$ cat src/waps_pkg.sv
// Package with the types, codes and constants of the access point selector.
`timescale 1ns / 1ps
package waps_pkg;

   localparam int CSR_INDEX_W = 3;
   localparam int CSR_DATA_W  = 16;

   localparam logic [CSR_INDEX_W-1:0] CSR_ACTIVE_COUNT = 3'd0;
   localparam logic [CSR_INDEX_W-1:0] CSR_DIST_THRESH  = 3'd1;
   localparam logic [CSR_INDEX_W-1:0] CSR_WEIGHT_TPUT  = 3'd2;
   localparam logic [CSR_INDEX_W-1:0] CSR_WEIGHT_DIST  = 3'd3;
   localparam logic [CSR_INDEX_W-1:0] CSR_WEIGHT_CHAN  = 3'd4;
   localparam logic [CSR_INDEX_W-1:0] CSR_WEIGHT_USERS = 3'd5;

   localparam logic [4:0]  RST_ACTIVE_COUNT = 5'd5;
   localparam logic [15:0] RST_DIST_THRESH  = 16'd6400;
   localparam logic [15:0] RST_WEIGHT_TPUT  = 16'd26214;
   localparam logic [15:0] RST_WEIGHT_DIST  = 16'd19661;
   localparam logic [15:0] RST_WEIGHT_CHAN  = 16'd13107;
   localparam logic [15:0] RST_WEIGHT_USERS = 16'd6554;

   localparam logic REQ_WRITE  = 1'b0;
   localparam logic REQ_SELECT = 1'b1;

   // One in Q1.16 score format.
   localparam logic [16:0] SCORE_ONE = 17'h10000;

   typedef struct packed {
      logic        operation;
      logic [3:0]  ap_index;
      logic [15:0] ap_x;
      logic [15:0] ap_y;
      logic [7:0]  ap_users;
      logic [15:0] ap_utilization;
      logic [7:0]  ap_rate_count;
      logic [23:0] ap_inverse_rate_sum;
      logic [15:0] user_x;
      logic [15:0] user_y;
      logic [15:0] user_id;
   } req_type;

   typedef struct packed {
      logic        found;
      logic [3:0]  selected_ap;
      logic [15:0] result_user_id;
      logic [17:0] best_score;
      logic [15:0] best_distance;
      logic [15:0] expected_throughput;
   } rsp_type;

   typedef enum logic [5:0] {
      DP_NONE, DP_WRITE, DP_LOAD, DP_THR, DP_THR_SAVE, DP_DX, DP_DY, DP_SUM, DP_TEST,
      DP_SQRT_INIT, DP_SQRT_STEP, DP_TP_MUL1, DP_TP_MUL2, DP_TP_NUM, DP_TP_DIRECT,
      DP_TP_DIV_INIT, DP_DIV_STEP, DP_TP_SAVE, DP_P1_STORE, DP_NEXT, DP_IDX_CLEAR,
      DP_ST_INIT, DP_ST_SAVE, DP_SD_INIT, DP_SD_SAVE, DP_SU_INIT, DP_SU_SAVE,
      DP_W_T, DP_W_D, DP_W_C, DP_W_U, DP_W_SUM, DP_CMP, DP_RESULT
   } dp_op_type;

   typedef struct packed {
      dp_op_type op;
   } dp_cmd_type;

   typedef struct packed {
      logic at_end;
      logic cand_now;
      logic cand_sel;
      logic rate_zero;
      logic tp_ovf;
      logic iter_last;
      logic any;
      logic t_flat;
      logic d_flat;
      logic u_zero;
      logic rsp_free;
   } dp_status_type;

   typedef enum logic [5:0] {
      S_IDLE, S_THR, S_THR_SAVE, S_P1_READ, S_P1_DX, S_P1_DY, S_P1_SUM, S_P1_TEST,
      S_SQRT_INIT, S_SQRT_STEP, S_TP_MUL1, S_TP_MUL2, S_TP_NUM, S_TP_CHK, S_TP_DIRECT,
      S_TP_DIV_INIT, S_TP_DIV, S_TP_SAVE, S_P1_STORE, S_P1_NEXT, S_P2_START, S_P2_READ,
      S_SCT_INIT, S_SCT_DIV, S_SCT_SAVE, S_SCD_INIT, S_SCD_DIV, S_SCD_SAVE,
      S_SCU_INIT, S_SCU_DIV, S_SCU_SAVE, S_W_T, S_W_D, S_W_C, S_W_U, S_W_SUM,
      S_CMP, S_P2_NEXT, S_RESULT
   } ctl_state_type;

   // Link rate in Mbps Q8.8 from the squared distance (Q16.16 square metres).
   function automatic logic [15:0] rate_for(input logic [32:0] s);
      if (s < 33'd1638400) begin
         return 16'd38400;
      end else if (s < 33'd6553600) begin
         return 16'd33280;
      end else if (s < 33'd14745600) begin
         return 16'd25600;
      end else if (s < 33'd26214400) begin
         return 16'd16640;
      end else if (s < 33'd40960000) begin
         return 16'd7680;
      end
      return 16'd1664;
   endfunction

endpackage

$ cat src/waps_controller.sv
// Sequencer that steps the selector datapath through both passes over the entries.
`timescale 1ns / 1ps
module waps_controller (
   input  logic                   clock,
   input  logic                   reset,
   input  logic                   req_valid,
   input  logic                   req_operation,
   output logic                   req_ready,
   output waps_pkg::dp_cmd_type    cmd,
   input  waps_pkg::dp_status_type status
);

   waps_pkg::ctl_state_type state_ff, state_in;

   always_ff @(posedge clock) begin
      if (reset) begin
         state_ff <= waps_pkg::S_IDLE;
      end else begin
         state_ff <= state_in;
      end
   end

   always_comb begin
      state_in = state_ff;
      case (state_ff)
         waps_pkg::S_IDLE: begin
            if (req_valid && req_operation == waps_pkg::REQ_SELECT) begin
               state_in = waps_pkg::S_THR;
            end
         end
         waps_pkg::S_THR:       state_in = waps_pkg::S_THR_SAVE;
         waps_pkg::S_THR_SAVE:  state_in = waps_pkg::S_P1_READ;
         waps_pkg::S_P1_READ: begin
            if (!status.at_end) begin
               state_in = waps_pkg::S_P1_DX;
            end else if (status.any) begin
               state_in = waps_pkg::S_P2_START;
            end else begin
               state_in = waps_pkg::S_RESULT;
            end
         end
         waps_pkg::S_P1_DX:     state_in = waps_pkg::S_P1_DY;
         waps_pkg::S_P1_DY:     state_in = waps_pkg::S_P1_SUM;
         waps_pkg::S_P1_SUM:    state_in = waps_pkg::S_P1_TEST;
         waps_pkg::S_P1_TEST: begin
            state_in = status.cand_now ? waps_pkg::S_SQRT_INIT : waps_pkg::S_P1_NEXT;
         end
         waps_pkg::S_SQRT_INIT: state_in = waps_pkg::S_SQRT_STEP;
         waps_pkg::S_SQRT_STEP: begin
            if (status.iter_last) begin
               state_in = status.rate_zero ? waps_pkg::S_TP_DIRECT : waps_pkg::S_TP_MUL1;
            end
         end
         waps_pkg::S_TP_MUL1:   state_in = waps_pkg::S_TP_MUL2;
         waps_pkg::S_TP_MUL2:   state_in = waps_pkg::S_TP_NUM;
         waps_pkg::S_TP_NUM:    state_in = waps_pkg::S_TP_CHK;
         waps_pkg::S_TP_CHK: begin
            state_in = status.tp_ovf ? waps_pkg::S_TP_DIRECT : waps_pkg::S_TP_DIV_INIT;
         end
         waps_pkg::S_TP_DIRECT:   state_in = waps_pkg::S_P1_STORE;
         waps_pkg::S_TP_DIV_INIT: state_in = waps_pkg::S_TP_DIV;
         waps_pkg::S_TP_DIV: begin
            if (status.iter_last) begin
               state_in = waps_pkg::S_TP_SAVE;
            end
         end
         waps_pkg::S_TP_SAVE:   state_in = waps_pkg::S_P1_STORE;
         waps_pkg::S_P1_STORE:  state_in = waps_pkg::S_P1_NEXT;
         waps_pkg::S_P1_NEXT:   state_in = waps_pkg::S_P1_READ;
         waps_pkg::S_P2_START:  state_in = waps_pkg::S_P2_READ;
         waps_pkg::S_P2_READ: begin
            if (status.at_end) begin
               state_in = waps_pkg::S_RESULT;
            end else if (status.cand_sel) begin
               state_in = waps_pkg::S_SCT_INIT;
            end else begin
               state_in = waps_pkg::S_P2_NEXT;
            end
         end
         waps_pkg::S_SCT_INIT: begin
            state_in = status.t_flat ? waps_pkg::S_SCT_SAVE : waps_pkg::S_SCT_DIV;
         end
         waps_pkg::S_SCT_DIV: begin
            if (status.iter_last) begin
               state_in = waps_pkg::S_SCT_SAVE;
            end
         end
         waps_pkg::S_SCT_SAVE:  state_in = waps_pkg::S_SCD_INIT;
         waps_pkg::S_SCD_INIT: begin
            state_in = status.d_flat ? waps_pkg::S_SCD_SAVE : waps_pkg::S_SCD_DIV;
         end
         waps_pkg::S_SCD_DIV: begin
            if (status.iter_last) begin
               state_in = waps_pkg::S_SCD_SAVE;
            end
         end
         waps_pkg::S_SCD_SAVE:  state_in = waps_pkg::S_SCU_INIT;
         waps_pkg::S_SCU_INIT: begin
            state_in = status.u_zero ? waps_pkg::S_SCU_SAVE : waps_pkg::S_SCU_DIV;
         end
         waps_pkg::S_SCU_DIV: begin
            if (status.iter_last) begin
               state_in = waps_pkg::S_SCU_SAVE;
            end
         end
         waps_pkg::S_SCU_SAVE:  state_in = waps_pkg::S_W_T;
         waps_pkg::S_W_T:       state_in = waps_pkg::S_W_D;
         waps_pkg::S_W_D:       state_in = waps_pkg::S_W_C;
         waps_pkg::S_W_C:       state_in = waps_pkg::S_W_U;
         waps_pkg::S_W_U:       state_in = waps_pkg::S_W_SUM;
         waps_pkg::S_W_SUM:     state_in = waps_pkg::S_CMP;
         waps_pkg::S_CMP:       state_in = waps_pkg::S_P2_NEXT;
         waps_pkg::S_P2_NEXT:   state_in = waps_pkg::S_P2_READ;
         waps_pkg::S_RESULT: begin
            if (status.rsp_free) begin
               state_in = waps_pkg::S_IDLE;
            end
         end
         default:               state_in = waps_pkg::S_IDLE;
      endcase
   end

   always_comb begin
      req_ready = 1'b0;
      cmd.op    = waps_pkg::DP_NONE;
      case (state_ff)
         waps_pkg::S_IDLE: begin
            req_ready = 1'b1;
            if (req_valid) begin
               cmd.op = (req_operation == waps_pkg::REQ_WRITE) ? waps_pkg::DP_WRITE
                                                               : waps_pkg::DP_LOAD;
            end
         end
         waps_pkg::S_THR:         cmd.op = waps_pkg::DP_THR;
         waps_pkg::S_THR_SAVE:    cmd.op = waps_pkg::DP_THR_SAVE;
         waps_pkg::S_P1_DX:       cmd.op = waps_pkg::DP_DX;
         waps_pkg::S_P1_DY:       cmd.op = waps_pkg::DP_DY;
         waps_pkg::S_P1_SUM:      cmd.op = waps_pkg::DP_SUM;
         waps_pkg::S_P1_TEST:     cmd.op = waps_pkg::DP_TEST;
         waps_pkg::S_SQRT_INIT:   cmd.op = waps_pkg::DP_SQRT_INIT;
         waps_pkg::S_SQRT_STEP:   cmd.op = waps_pkg::DP_SQRT_STEP;
         waps_pkg::S_TP_MUL1:     cmd.op = waps_pkg::DP_TP_MUL1;
         waps_pkg::S_TP_MUL2:     cmd.op = waps_pkg::DP_TP_MUL2;
         waps_pkg::S_TP_NUM:      cmd.op = waps_pkg::DP_TP_NUM;
         waps_pkg::S_TP_DIRECT:   cmd.op = waps_pkg::DP_TP_DIRECT;
         waps_pkg::S_TP_DIV_INIT: cmd.op = waps_pkg::DP_TP_DIV_INIT;
         waps_pkg::S_TP_DIV:      cmd.op = waps_pkg::DP_DIV_STEP;
         waps_pkg::S_TP_SAVE:     cmd.op = waps_pkg::DP_TP_SAVE;
         waps_pkg::S_P1_STORE:    cmd.op = waps_pkg::DP_P1_STORE;
         waps_pkg::S_P1_NEXT:     cmd.op = waps_pkg::DP_NEXT;
         waps_pkg::S_P2_START:    cmd.op = waps_pkg::DP_IDX_CLEAR;
         waps_pkg::S_SCT_INIT:    cmd.op = waps_pkg::DP_ST_INIT;
         waps_pkg::S_SCT_DIV:     cmd.op = waps_pkg::DP_DIV_STEP;
         waps_pkg::S_SCT_SAVE:    cmd.op = waps_pkg::DP_ST_SAVE;
         waps_pkg::S_SCD_INIT:    cmd.op = waps_pkg::DP_SD_INIT;
         waps_pkg::S_SCD_DIV:     cmd.op = waps_pkg::DP_DIV_STEP;
         waps_pkg::S_SCD_SAVE:    cmd.op = waps_pkg::DP_SD_SAVE;
         waps_pkg::S_SCU_INIT:    cmd.op = waps_pkg::DP_SU_INIT;
         waps_pkg::S_SCU_DIV:     cmd.op = waps_pkg::DP_DIV_STEP;
         waps_pkg::S_SCU_SAVE:    cmd.op = waps_pkg::DP_SU_SAVE;
         waps_pkg::S_W_T:         cmd.op = waps_pkg::DP_W_T;
         waps_pkg::S_W_D:         cmd.op = waps_pkg::DP_W_D;
         waps_pkg::S_W_C:         cmd.op = waps_pkg::DP_W_C;
         waps_pkg::S_W_U:         cmd.op = waps_pkg::DP_W_U;
         waps_pkg::S_W_SUM:       cmd.op = waps_pkg::DP_W_SUM;
         waps_pkg::S_CMP:         cmd.op = waps_pkg::DP_CMP;
         waps_pkg::S_P2_NEXT:     cmd.op = waps_pkg::DP_NEXT;
         waps_pkg::S_RESULT: begin
            if (status.rsp_free) begin
               cmd.op = waps_pkg::DP_RESULT;
            end
         end
         default:                 cmd.op = waps_pkg::DP_NONE;
      endcase
   end

endmodule

$ cat src/waps_datapath.sv
// Datapath of the selector: entry stores, shared multiplier, root and divide units.
`timescale 1ns / 1ps
module waps_datapath #(
   parameter int MAX_APS = 16
) (
   input  logic                                  clock,
   input  logic                                  reset,
   input  waps_pkg::req_type                     req_payload,
   input  logic                                  csr_we,
   input  logic [waps_pkg::CSR_INDEX_W-1:0]      csr_index,
   input  logic [waps_pkg::CSR_DATA_W-1:0]       csr_wdata,
   input  waps_pkg::dp_cmd_type                  cmd,
   output waps_pkg::dp_status_type               status,
   input  logic                                  rsp_ready,
   output logic                                  rsp_valid,
   output waps_pkg::rsp_type                     rsp_payload
);

   localparam int IDX_W = (MAX_APS > 1) ? $clog2(MAX_APS) : 1;
   localparam int CNT_W = $clog2(MAX_APS + 1);

   // Configuration registers.
   logic [4:0]  active_count_ff;
   logic [15:0] dist_thresh_ff, w_tput_ff, w_dist_ff, w_chan_ff, w_users_ff;

   always_ff @(posedge clock) begin
      if (reset) begin
         active_count_ff <= waps_pkg::RST_ACTIVE_COUNT;
         dist_thresh_ff  <= waps_pkg::RST_DIST_THRESH;
         w_tput_ff       <= waps_pkg::RST_WEIGHT_TPUT;
         w_dist_ff       <= waps_pkg::RST_WEIGHT_DIST;
         w_chan_ff       <= waps_pkg::RST_WEIGHT_CHAN;
         w_users_ff      <= waps_pkg::RST_WEIGHT_USERS;
      end else if (csr_we) begin
         case (csr_index)
            waps_pkg::CSR_ACTIVE_COUNT: active_count_ff <= csr_wdata[4:0];
            waps_pkg::CSR_DIST_THRESH:  dist_thresh_ff  <= csr_wdata;
            waps_pkg::CSR_WEIGHT_TPUT:  w_tput_ff       <= csr_wdata;
            waps_pkg::CSR_WEIGHT_DIST:  w_dist_ff       <= csr_wdata;
            waps_pkg::CSR_WEIGHT_CHAN:  w_chan_ff       <= csr_wdata;
            waps_pkg::CSR_WEIGHT_USERS: w_users_ff      <= csr_wdata;
            default: ;
         endcase
      end
   end

   // Entry stores and per-select scratch memories.
   logic [31:0] pos_mem  [MAX_APS];
   logic [23:0] load_mem [MAX_APS];
   logic [31:0] rate_mem [MAX_APS];
   logic [15:0] dist_mem [MAX_APS];
   logic [15:0] tp_mem   [MAX_APS];
   logic [31:0] pos_rd_ff, rate_rd_ff;
   logic [23:0] load_rd_ff;
   logic [15:0] dist_rd_ff, tp_rd_ff;
   logic [MAX_APS-1:0] cand_ff;

   logic [CNT_W-1:0] idx_ff;
   logic [CNT_W-1:0] lim;
   logic [IDX_W-1:0] rd_idx, wr_idx;
   logic             wr_ok;

   // Working registers.
   logic [15:0] ux_ff, uy_ff, uid_ff;
   logic [31:0] thr_ff;
   logic [40:0] prod_ff;
   logic [32:0] s_ff;
   logic [15:0] rate_ff, tp_ff;
   logic [33:0] sq_rem_ff, sq_root_ff, sq_bit_ff;
   logic [4:0]  iter_ff;
   logic [40:0] den_ff;
   logic [48:0] num_ff, rem_ff;
   logic [56:0] dsh_ff;
   logic [16:0] quot_ff, st_ff, sd_ff, su_ff;
   logic [34:0] acc_ff;
   logic        any_ff;
   logic [15:0] tmax_ff, tmin_ff, dmax_ff, dmin_ff;
   logic [7:0]  umax_ff;
   logic        best_found_ff;
   logic [IDX_W-1:0] best_idx_ff;
   logic [17:0] best_score_ff;
   logic [15:0] best_dist_ff, best_tp_ff;
   logic        rsp_valid_ff;
   waps_pkg::rsp_type rsp_ff;

   // Combinational helpers.
   logic [15:0] dx, dy, root_sat;
   logic [23:0] mul_a;
   logic [16:0] mul_b;
   logic [8:0]  n_plus_one;
   logic [33:0] sq_sum;
   logic        sq_ge, div_ge;
   logic [18:0] tot19;
   logic [17:0] score18;
   logic [7:0]  users_rd;

   always_comb begin
      if (32'(active_count_ff) > 32'(MAX_APS)) begin
         lim = CNT_W'(MAX_APS);
      end else begin
         lim = CNT_W'(active_count_ff);
      end
   end

   assign rd_idx = idx_ff[IDX_W-1:0];
   assign wr_idx = IDX_W'(req_payload.ap_index);
   assign wr_ok  = 32'(req_payload.ap_index) < 32'(MAX_APS);

   always_ff @(posedge clock) begin
      if (cmd.op == waps_pkg::DP_WRITE && wr_ok) begin
         pos_mem[wr_idx]  <= {req_payload.ap_x, req_payload.ap_y};
         load_mem[wr_idx] <= {req_payload.ap_users, req_payload.ap_utilization};
         rate_mem[wr_idx] <= {req_payload.ap_rate_count, req_payload.ap_inverse_rate_sum};
      end
      if (cmd.op == waps_pkg::DP_P1_STORE) begin
         dist_mem[rd_idx] <= root_sat;
         tp_mem[rd_idx]   <= tp_ff;
      end
      pos_rd_ff  <= pos_mem[rd_idx];
      load_rd_ff <= load_mem[rd_idx];
      rate_rd_ff <= rate_mem[rd_idx];
      dist_rd_ff <= dist_mem[rd_idx];
      tp_rd_ff   <= tp_mem[rd_idx];
   end

   assign dx = (ux_ff > pos_rd_ff[31:16]) ? ux_ff - pos_rd_ff[31:16]
                                           : pos_rd_ff[31:16] - ux_ff;
   assign dy = (uy_ff > pos_rd_ff[15:0]) ? uy_ff - pos_rd_ff[15:0]
                                          : pos_rd_ff[15:0] - uy_ff;
   assign n_plus_one = {1'b0, rate_rd_ff[31:24]} + 9'd1;
   assign users_rd   = load_rd_ff[23:16];
   assign root_sat   = (|sq_root_ff[33:16]) ? 16'hFFFF : sq_root_ff[15:0];
   assign sq_sum     = sq_root_ff + sq_bit_ff;
   assign sq_ge      = sq_rem_ff >= sq_sum;
   assign div_ge     = {8'd0, rem_ff} >= dsh_ff;
   assign tot19      = acc_ff[34:16];
   assign score18    = tot19[18] ? 18'h3FFFF : tot19[17:0];

   // Operand selection for the single shared multiplier.
   always_comb begin
      mul_a = '0;
      mul_b = '0;
      case (cmd.op)
         waps_pkg::DP_THR: begin
            mul_a = {8'd0, dist_thresh_ff};
            mul_b = {1'b0, dist_thresh_ff};
         end
         waps_pkg::DP_DX: begin
            mul_a = {8'd0, dx};
            mul_b = {1'b0, dx};
         end
         waps_pkg::DP_DY: begin
            mul_a = {8'd0, dy};
            mul_b = {1'b0, dy};
         end
         waps_pkg::DP_TP_MUL1: begin
            mul_a = rate_rd_ff[23:0];
            mul_b = {1'b0, rate_ff};
         end
         waps_pkg::DP_TP_MUL2: begin
            mul_a = {15'd0, n_plus_one};
            mul_b = {1'b0, rate_ff};
         end
         waps_pkg::DP_W_T: begin
            mul_a = {8'd0, w_tput_ff};
            mul_b = st_ff;
         end
         waps_pkg::DP_W_D: begin
            mul_a = {8'd0, w_dist_ff};
            mul_b = sd_ff;
         end
         waps_pkg::DP_W_C: begin
            mul_a = {8'd0, w_chan_ff};
            mul_b = waps_pkg::SCORE_ONE - {1'b0, load_rd_ff[15:0]};
         end
         waps_pkg::DP_W_U: begin
            mul_a = {8'd0, w_users_ff};
            mul_b = su_ff;
         end
         default: ;
      endcase
   end

   always_ff @(posedge clock) begin
      prod_ff <= {17'd0, mul_a} * {24'd0, mul_b};
      case (cmd.op)
         waps_pkg::DP_LOAD: begin
            ux_ff         <= req_payload.user_x;
            uy_ff         <= req_payload.user_y;
            uid_ff        <= req_payload.user_id;
            idx_ff        <= '0;
            any_ff        <= 1'b0;
            tmax_ff       <= '0;
            tmin_ff       <= '1;
            dmax_ff       <= '0;
            dmin_ff       <= '1;
            umax_ff       <= '0;
            best_found_ff <= 1'b0;
            best_idx_ff   <= '0;
            best_score_ff <= '0;
            best_dist_ff  <= '0;
            best_tp_ff    <= '0;
         end
         waps_pkg::DP_THR_SAVE: thr_ff <= prod_ff[31:0];
         waps_pkg::DP_DY:       s_ff   <= prod_ff[32:0];
         waps_pkg::DP_SUM:      s_ff   <= s_ff + prod_ff[32:0];
         waps_pkg::DP_TEST: begin
            rate_ff         <= waps_pkg::rate_for(s_ff);
            cand_ff[rd_idx] <= status.cand_now;
         end
         waps_pkg::DP_SQRT_INIT: begin
            sq_rem_ff  <= {1'b0, s_ff};
            sq_root_ff <= '0;
            sq_bit_ff  <= 34'h1_0000_0000;
            iter_ff    <= 5'd16;
         end
         // One result bit per step of the digit-by-digit square root.
         waps_pkg::DP_SQRT_STEP: begin
            if (sq_ge) begin
               sq_rem_ff  <= sq_rem_ff - sq_sum;
               sq_root_ff <= (sq_root_ff >> 1) + sq_bit_ff;
            end else begin
               sq_root_ff <= sq_root_ff >> 1;
            end
            sq_bit_ff <= sq_bit_ff >> 2;
            iter_ff   <= iter_ff - 5'd1;
         end
         waps_pkg::DP_TP_MUL2:   den_ff <= prod_ff + 41'h100_0000;
         waps_pkg::DP_TP_NUM:    num_ff <= {prod_ff[24:0], 24'd0};
         waps_pkg::DP_TP_DIRECT: tp_ff  <= status.rate_zero ? rate_ff : 16'hFFFF;
         waps_pkg::DP_TP_DIV_INIT: begin
            rem_ff  <= num_ff;
            dsh_ff  <= {den_ff, 16'd0};
            quot_ff <= '0;
            iter_ff <= 5'd16;
         end
         // Restoring division, one quotient bit per step, divisor shifted down.
         waps_pkg::DP_DIV_STEP: begin
            if (div_ge) begin
               rem_ff <= rem_ff - dsh_ff[48:0];
            end
            quot_ff <= {quot_ff[15:0], div_ge};
            dsh_ff  <= dsh_ff >> 1;
            iter_ff <= iter_ff - 5'd1;
         end
         waps_pkg::DP_TP_SAVE: tp_ff <= quot_ff[15:0];
         waps_pkg::DP_P1_STORE: begin
            any_ff <= 1'b1;
            if (tp_ff > tmax_ff) tmax_ff <= tp_ff;
            if (tp_ff < tmin_ff) tmin_ff <= tp_ff;
            if (root_sat > dmax_ff) dmax_ff <= root_sat;
            if (root_sat < dmin_ff) dmin_ff <= root_sat;
            if (users_rd > umax_ff) umax_ff <= users_rd;
         end
         waps_pkg::DP_NEXT:      idx_ff <= idx_ff + CNT_W'(1);
         waps_pkg::DP_IDX_CLEAR: idx_ff <= '0;
         waps_pkg::DP_ST_INIT: begin
            rem_ff  <= {17'd0, tp_rd_ff - tmin_ff, 16'd0};
            dsh_ff  <= {25'd0, tmax_ff - tmin_ff, 16'd0};
            quot_ff <= '0;
            iter_ff <= 5'd16;
         end
         waps_pkg::DP_SD_INIT: begin
            rem_ff  <= {17'd0, dist_rd_ff - dmin_ff, 16'd0};
            dsh_ff  <= {25'd0, dmax_ff - dmin_ff, 16'd0};
            quot_ff <= '0;
            iter_ff <= 5'd16;
         end
         waps_pkg::DP_SU_INIT: begin
            rem_ff  <= {25'd0, users_rd, 16'd0};
            dsh_ff  <= {33'd0, umax_ff, 16'd0};
            quot_ff <= '0;
            iter_ff <= 5'd16;
         end
         waps_pkg::DP_ST_SAVE: st_ff <= status.t_flat ? waps_pkg::SCORE_ONE : quot_ff;
         waps_pkg::DP_SD_SAVE: begin
            sd_ff <= status.d_flat ? waps_pkg::SCORE_ONE : waps_pkg::SCORE_ONE - quot_ff;
         end
         waps_pkg::DP_SU_SAVE: begin
            su_ff <= status.u_zero ? waps_pkg::SCORE_ONE : waps_pkg::SCORE_ONE - quot_ff;
         end
         waps_pkg::DP_W_T:   acc_ff <= '0;
         waps_pkg::DP_W_D,
         waps_pkg::DP_W_C,
         waps_pkg::DP_W_U,
         waps_pkg::DP_W_SUM: acc_ff <= acc_ff + {2'd0, prod_ff[32:0]};
         waps_pkg::DP_CMP: begin
            if (!best_found_ff || score18 > best_score_ff) begin
               best_found_ff <= 1'b1;
               best_idx_ff   <= rd_idx;
               best_score_ff <= score18;
               best_dist_ff  <= dist_rd_ff;
               best_tp_ff    <= tp_rd_ff;
            end
         end
         default: ;
      endcase
   end

   // Output register: a finished transaction waits here until it is taken.
   always_ff @(posedge clock) begin
      if (reset) begin
         rsp_valid_ff <= 1'b0;
      end else if (cmd.op == waps_pkg::DP_RESULT) begin
         rsp_valid_ff <= 1'b1;
      end else if (rsp_ready) begin
         rsp_valid_ff <= 1'b0;
      end
   end

   always_ff @(posedge clock) begin
      if (cmd.op == waps_pkg::DP_RESULT) begin
         rsp_ff.found               <= best_found_ff;
         rsp_ff.selected_ap         <= 4'(best_idx_ff);
         rsp_ff.result_user_id      <= uid_ff;
         rsp_ff.best_score          <= best_score_ff;
         rsp_ff.best_distance       <= best_dist_ff;
         rsp_ff.expected_throughput <= best_tp_ff;
      end
   end

   assign rsp_valid   = rsp_valid_ff;
   assign rsp_payload = rsp_ff;

   always_comb begin
      status.at_end    = idx_ff >= lim;
      status.cand_now  = s_ff <= {1'b0, thr_ff};
      status.cand_sel  = cand_ff[rd_idx];
      status.rate_zero = rate_rd_ff[31:24] == 8'd0;
      status.tp_ovf    = {8'd0, num_ff} >= {den_ff, 16'd0};
      status.iter_last = iter_ff == 5'd0;
      status.any       = any_ff;
      status.t_flat    = tmax_ff == tmin_ff;
      status.d_flat    = dmax_ff == dmin_ff;
      status.u_zero    = umax_ff == 8'd0;
      status.rsp_free  = !rsp_valid_ff || rsp_ready;
   end

endmodule

$ cat src/weighted_access_point_selector_core.sv
// Top level of the weighted access point selector.
//
//   port group  direction  handshake            payload
//   req_        in         req_valid/req_ready  waps_pkg::req_type
//   rsp_        out        rsp_valid/rsp_ready  waps_pkg::rsp_type
//   csr_        in         csr_we               csr_index, csr_wdata
//
// The length of a select transaction is set by the bit-serial square root and the
// shared 17-step divider (up to four divisions per candidate).
// Reset is synchronous and active high; entry contents are undefined until written.
// A finished result waits in an output register, and write transactions are taken
// meanwhile; a further select result waits until that register is free.
`timescale 1ns / 1ps
module weighted_access_point_selector_core #(
   parameter int MAX_APS = 16
) (
   input  logic                             clock,
   input  logic                             reset,
   input  logic                             req_valid,
   output logic                             req_ready,
   input  waps_pkg::req_type                req_payload,
   output logic                             rsp_valid,
   input  logic                             rsp_ready,
   output waps_pkg::rsp_type                rsp_payload,
   input  logic                             csr_we,
   input  logic [waps_pkg::CSR_INDEX_W-1:0] csr_index,
   input  logic [waps_pkg::CSR_DATA_W-1:0]  csr_wdata
);

   waps_pkg::dp_cmd_type    cmd;
   waps_pkg::dp_status_type status;

   waps_controller u_controller (
      .clock         (clock),
      .reset         (reset),
      .req_valid     (req_valid),
      .req_operation (req_payload.operation),
      .req_ready     (req_ready),
      .cmd           (cmd),
      .status        (status)
   );

   waps_datapath #(
      .MAX_APS (MAX_APS)
   ) u_datapath (
      .clock       (clock),
      .reset       (reset),
      .req_payload (req_payload),
      .csr_we      (csr_we),
      .csr_index   (csr_index),
      .csr_wdata   (csr_wdata),
      .cmd         (cmd),
      .status      (status),
      .rsp_ready   (rsp_ready),
      .rsp_valid   (rsp_valid),
      .rsp_payload (rsp_payload)
   );

endmodule

$ cat config.mk
export PLATFORM = sky130hd
export DESIGN_NAME = weighted_access_point_selector_core
export DESIGN_NICKNAME = d
export VERILOG_FILES = /design/src/waps_pkg.sv /design/src/waps_controller.sv /design/src/waps_datapath.sv /design/src/weighted_access_point_selector_core.sv
export SDC_FILE = /design/constraint.sdc
export NUM_CORES = 2
export LEC_CHECK = 0
export BUFFER_PORTS_ARGS = -buffer_cell sky130_fd_sc_hd__buf_2
export CORE_UTILIZATION = 55
export DETAILED_ROUTE_END_ITERATION = 8
export PLACE_DENSITY = 0.77
export SYNTH_ARGS = -nofsm -noshare
export SYNTH_HDL_FRONTEND = slang
export SYNTH_SLANG_ARGS = --single-unit
$ cat constraint.sdc
create_clock -name clock -period 25.1 [get_ports clock]
set_clock_uncertainty 0.1 [all_clocks]
set_input_delay 0 -clock clock [delete_from_list [all_inputs] [get_ports clock]]
set_output_delay 0 -clock clock [all_outputs]
set_load 0.05 [all_outputs]
==> results.sh <==
export IMPL_grtUsageMet1=0.399
export IMPL_clk_pin_slew_worst_paths_ns=0.07
export IMPL_drt_pass1_iterations=9
export IMPL_synth_cells=9496
export IMPL_top_usage_layer="met2"
export IMPL_power_density_nw_per_um2=88.9
export IMPL_cts_resized=0
export IMPL_path_max_fanout=20
export IMPL_met2_usage=0.512
export IMPL_yosysWarnings=0
export IMPL_synth_top_area_cell="edfxtp_1"
export IMPL_clk_path_buf_depth=4
export IMPL_clkPwrFrac=0.326
export IMPL_cp_num_cells=37
export IMPL_htree_levels=5
export IMPL_ios=238
export IMPL_hpwl_microns=245000
export IMPL_synth_area_sq_um=139000
export IMPL_hold_viol=0
export IMPL_initial_core_util=0.554
export IMPL_slew_viol_final=0
export IMPL_fin_crit_sh=0.466
export IMPL_wire_per_inst_microns=29.1
export IMPL_vias_per_cell=6.39
export IMPL_drive_above_1_share=0.148
export IMPL_drt_iter0_drc=10800
export IMPL_worst_pin_slew_ns=1.29
export IMPL_cp_arrival_ns=12.38
export IMPL_drc=22
export IMPL_synthFlopType="edfxtp_1"
export IMPL_crit_family="compound AO/OA/AOI/OAI gates"
export IMPL_ys_types=94
export IMPL_cpMostUsedCell="fa_1"
export IMPL_cp_required_ns=25.78
export IMPL_peakVddDrop_v=0.000121
export IMPL_place_area_sq_um=145000
export IMPL_p_leak_nw=57.7
export IMPL_maxCapViolations=0
export IMPL_ys_ff_latch=2896
export IMPL_grt_pass1_vias=89100
export IMPL_hold_slack_ns=0.0330
export IMPL_status="finished with violations"
export IMPL_violations="design-rule violations"
export IMPL_fp_dieH_microns=505
export IMPL_numPortBuffers=237
export IMPL_fin_nets=11300
export IMPL_cp_slowest_stage_delay_ns=0.87
export IMPL_holdCritPathClass="primary input to register"
export IMPL_synth_avg_cell_area_sq_um=14.7
export IMPL_grt_use_met3=0.0597
export IMPL_path_buf_inv=6
export IMPL_switching_power_mw=4.46
export IMPL_yosys_area_top_type_share=0.569
export IMPL_async_reset_ff_frac=0
export IMPL_cp_slowest_cell="o41ai_1"
export IMPL_clock_tree_root_cell="clkbuf_16"
export IMPL_hold_depth=2
export IMPL_finalCriticalPeriod_ns=11.69
export IMPL_antenna_left=0
export IMPL_grt_max_degree=165
export IMPL_synth_edff_count=2643
export IMPL_critPathKind="register to register"
export IMPL_setup_viol=0
export IMPL_design_core_area_sq_um=252000
export IMPL_cts_tree="done"
export IMPL_netlist_top_cells_count="2643 x edfxtp_1, 786 x inv_1, 728 x nand2_1"
export IMPL_intPower_mw=9.63
export IMPL_switching_share=0.317
export IMPL_routed_wl_microns=403000
export IMPL_yosys_top_cells_area="edfxtp_1 57%, mux4_2 9.8%, ha_1 5.2%, fa_1 4.9%, dfxtp_1 3.6%"
export IMPL_dieArea_sq_um=256000
export IMPL_tns_ns=0
export IMPL_die_w_microns=505
export IMPL_max_freq_mhz=85.5
export IMPL_synthMostInstantiatedCell="edfxtp_1"
export IMPL_rows=184
export IMPL_grt_usage=0.312
export IMPL_antenna_found_initial=59
export IMPL_pwr_share_seq=0.412
export IMPL_comb_power_share=0.261
export IMPL_fill_cells=17400
export IMPL_crit_path_end_kind="register"
export IMPL_slew_headroom=0.138
export IMPL_vias=88400
export IMPL_clk_latency_ns=1.00
export IMPL_design_area_sq_um=158000
export IMPL_grt_pass1_wl_microns=586000
export IMPL_overflow=0
export IMPL_clock_sinks=2896
export IMPL_rsz0062_at_grt="no"
export IMPL_syn_to_final_growth_pct=13.6
export IMPL_reg2reg_depth=37
export IMPL_globalplace_congestion=0.959
export IMPL_ys_seq_area_frac=0.606
export IMPL_critPathLaunchType="register"
export IMPL_cts_buffers=312
## cell families (layout without fill, tap and decap cells)
kind of cell    count (synthesis)  in the layout  synth area share
compound gates               1431           1431            0.0671
buf+inv                      1160           2054            0.0315
simple gates                 2093           2093            0.0722
fa+ha+maj                     922            922             0.101
xor+xnor                      352            352            0.0221
flops                        2896           2896             0.606
other cells                     2             94         0.0000539
mux                           640            640             0.100
## path summary, 6_finish.rpt
path	endpoint	slack [ns]	start
setup / recovery	u_datapath.prod_ff[39]	13.41	u_datapath.ux_ff[0]
hold / removal	u_datapath.rate_mem[4][6]	0.03	req_payload[54]
setup reg to reg	u_datapath.prod_ff[39]	13.41	u_datapath.ux_ff[0]
hold reg to reg	u_datapath.rsp_payload[58]	0.32	u_datapath.uid_ff[8]
## through the flow
stage | total power [mW] | cells | util | setup slack, ns
floorplan | 8.27 | 9558 | - | 15.71
global placement | 9.35 | 12900 | 0.576 | 13.75
finish | 14.1 | 13800 | 0.629 | 13.41
global route | 14.6 | 13800 | 0.629 | 12.80
CTS | 14.0 | 13800 | 0.629 | 13.55
detailed placement | 9.43 | 12900 | 0.576 | 13.62
## placed cells by master, fill, tap and decap left out, types with 29 or more instances in the layout
| cell type | instances |
|---|---|
| edfxtp_1 | 2643 |
| inv_1 | 781 |
| nand2_1 | 727 |
| mux4_2 | 605 |
| ha_1 | 581 |
| nor2_1 | 431 |
| a21oi_1 | 377 |
| fa_1 | 341 |
| dlygate4sd3_1 | 336 |
| clkbuf_16 | 318 |
| o21ai_0 | 287 |
| dfxtp_1 | 253 |
| buf_2 | 237 |
| xnor2_1 | 202 |
| a21o_1 | 187 |
| and2_1 | 176 |
| xor2_1 | 150 |
| buf_4 | 143 |
| nor2b_1 | 115 |
| nand3_1 | 101 |
| nand2b_1 | 95 |
| and3_1 | 73 |
| nor3_1 | 71 |
| clkbuf_1 | 69 |
| conb_1 | 64 |
| nand4_1 | 63 |
| a31oi_1 | 59 |
| a22oi_1 | 57 |
| clkinv_2 | 53 |
| a211oi_1 | 52 |
| o21a_1 | 52 |
| nand3b_1 | 48 |
| o21bai_1 | 47 |
| clkinv_1 | 41 |
| or3_1 | 37 |
| o22ai_1 | 32 |
| or2_2 | 31 |
| a222oi_1 | 31 |
| diode_2 | 30 |
| mux2i_1 | 29 |
## power groups by stage
stage               clock network, mW  registers, mW  logic [mW]
finish                           4.60           5.81        3.68
global route                     4.78           5.81        3.97
CTS                              4.60           5.80        3.63
detailed placement                  0           5.89        3.54
global placement                    0           5.88        3.46
floorplan                           0           5.76        2.51
## layout make-up
class	count	area, sq um	area share
Clock buffer	403	8440	0.0533
Inverter	788	2960	0.0187
Timing Repair Buffer	719	5680	0.0359
Multi-Input combinational cell	5502	51100	0.323
Antenna cell	30	75.1	0.000474
Tap cell	3348	4190	0.0265
Sequential cell	2896	84400	0.533
Clock inverter	144	1500	0.00948
## registers in the layout, indices dropped and copies added (netlist names), 18 cells and up
name and count:
u_datapath.rsp_payload 71, u_datapath.tp_mem 256, u_datapath.num_ff 25, u_datapath.prod_ff 41
u_datapath.thr_ff 32, u_datapath.rem_ff 49, u_datapath.rate_mem 512, u_datapath.load_rd_ff 24
u_datapath.sq_root_ff 34, u_datapath.dist_mem 256, u_datapath.pos_rd_ff 32, u_datapath.s_ff 33
u_datapath.sq_rem_ff 34, u_datapath.rate_rd_ff 32, u_datapath.best_score_ff 18, u_datapath.den_ff 41
u_datapath.load_mem 384, u_datapath.dsh_ff 57, u_datapath.acc_ff 35, u_datapath.pos_mem 512
## routing by layer
layer,vias up,wire [microns],part of all wire
met3,1170,40500,0.10
li1,37000,-,-
met5,-,264,0.00066
met1,44400,146000,0.36
met2,5739,193000,0.48
met4,38,22400,0.056
## what timing repair did
action / 4_1_cts / 5_1_grt
hold endpoints to repair: 1819 / 0
hold buffers: 336 / 0
setup buffers: 0 / 0
No activity file was read; power rests on OpenSTA's default activity.
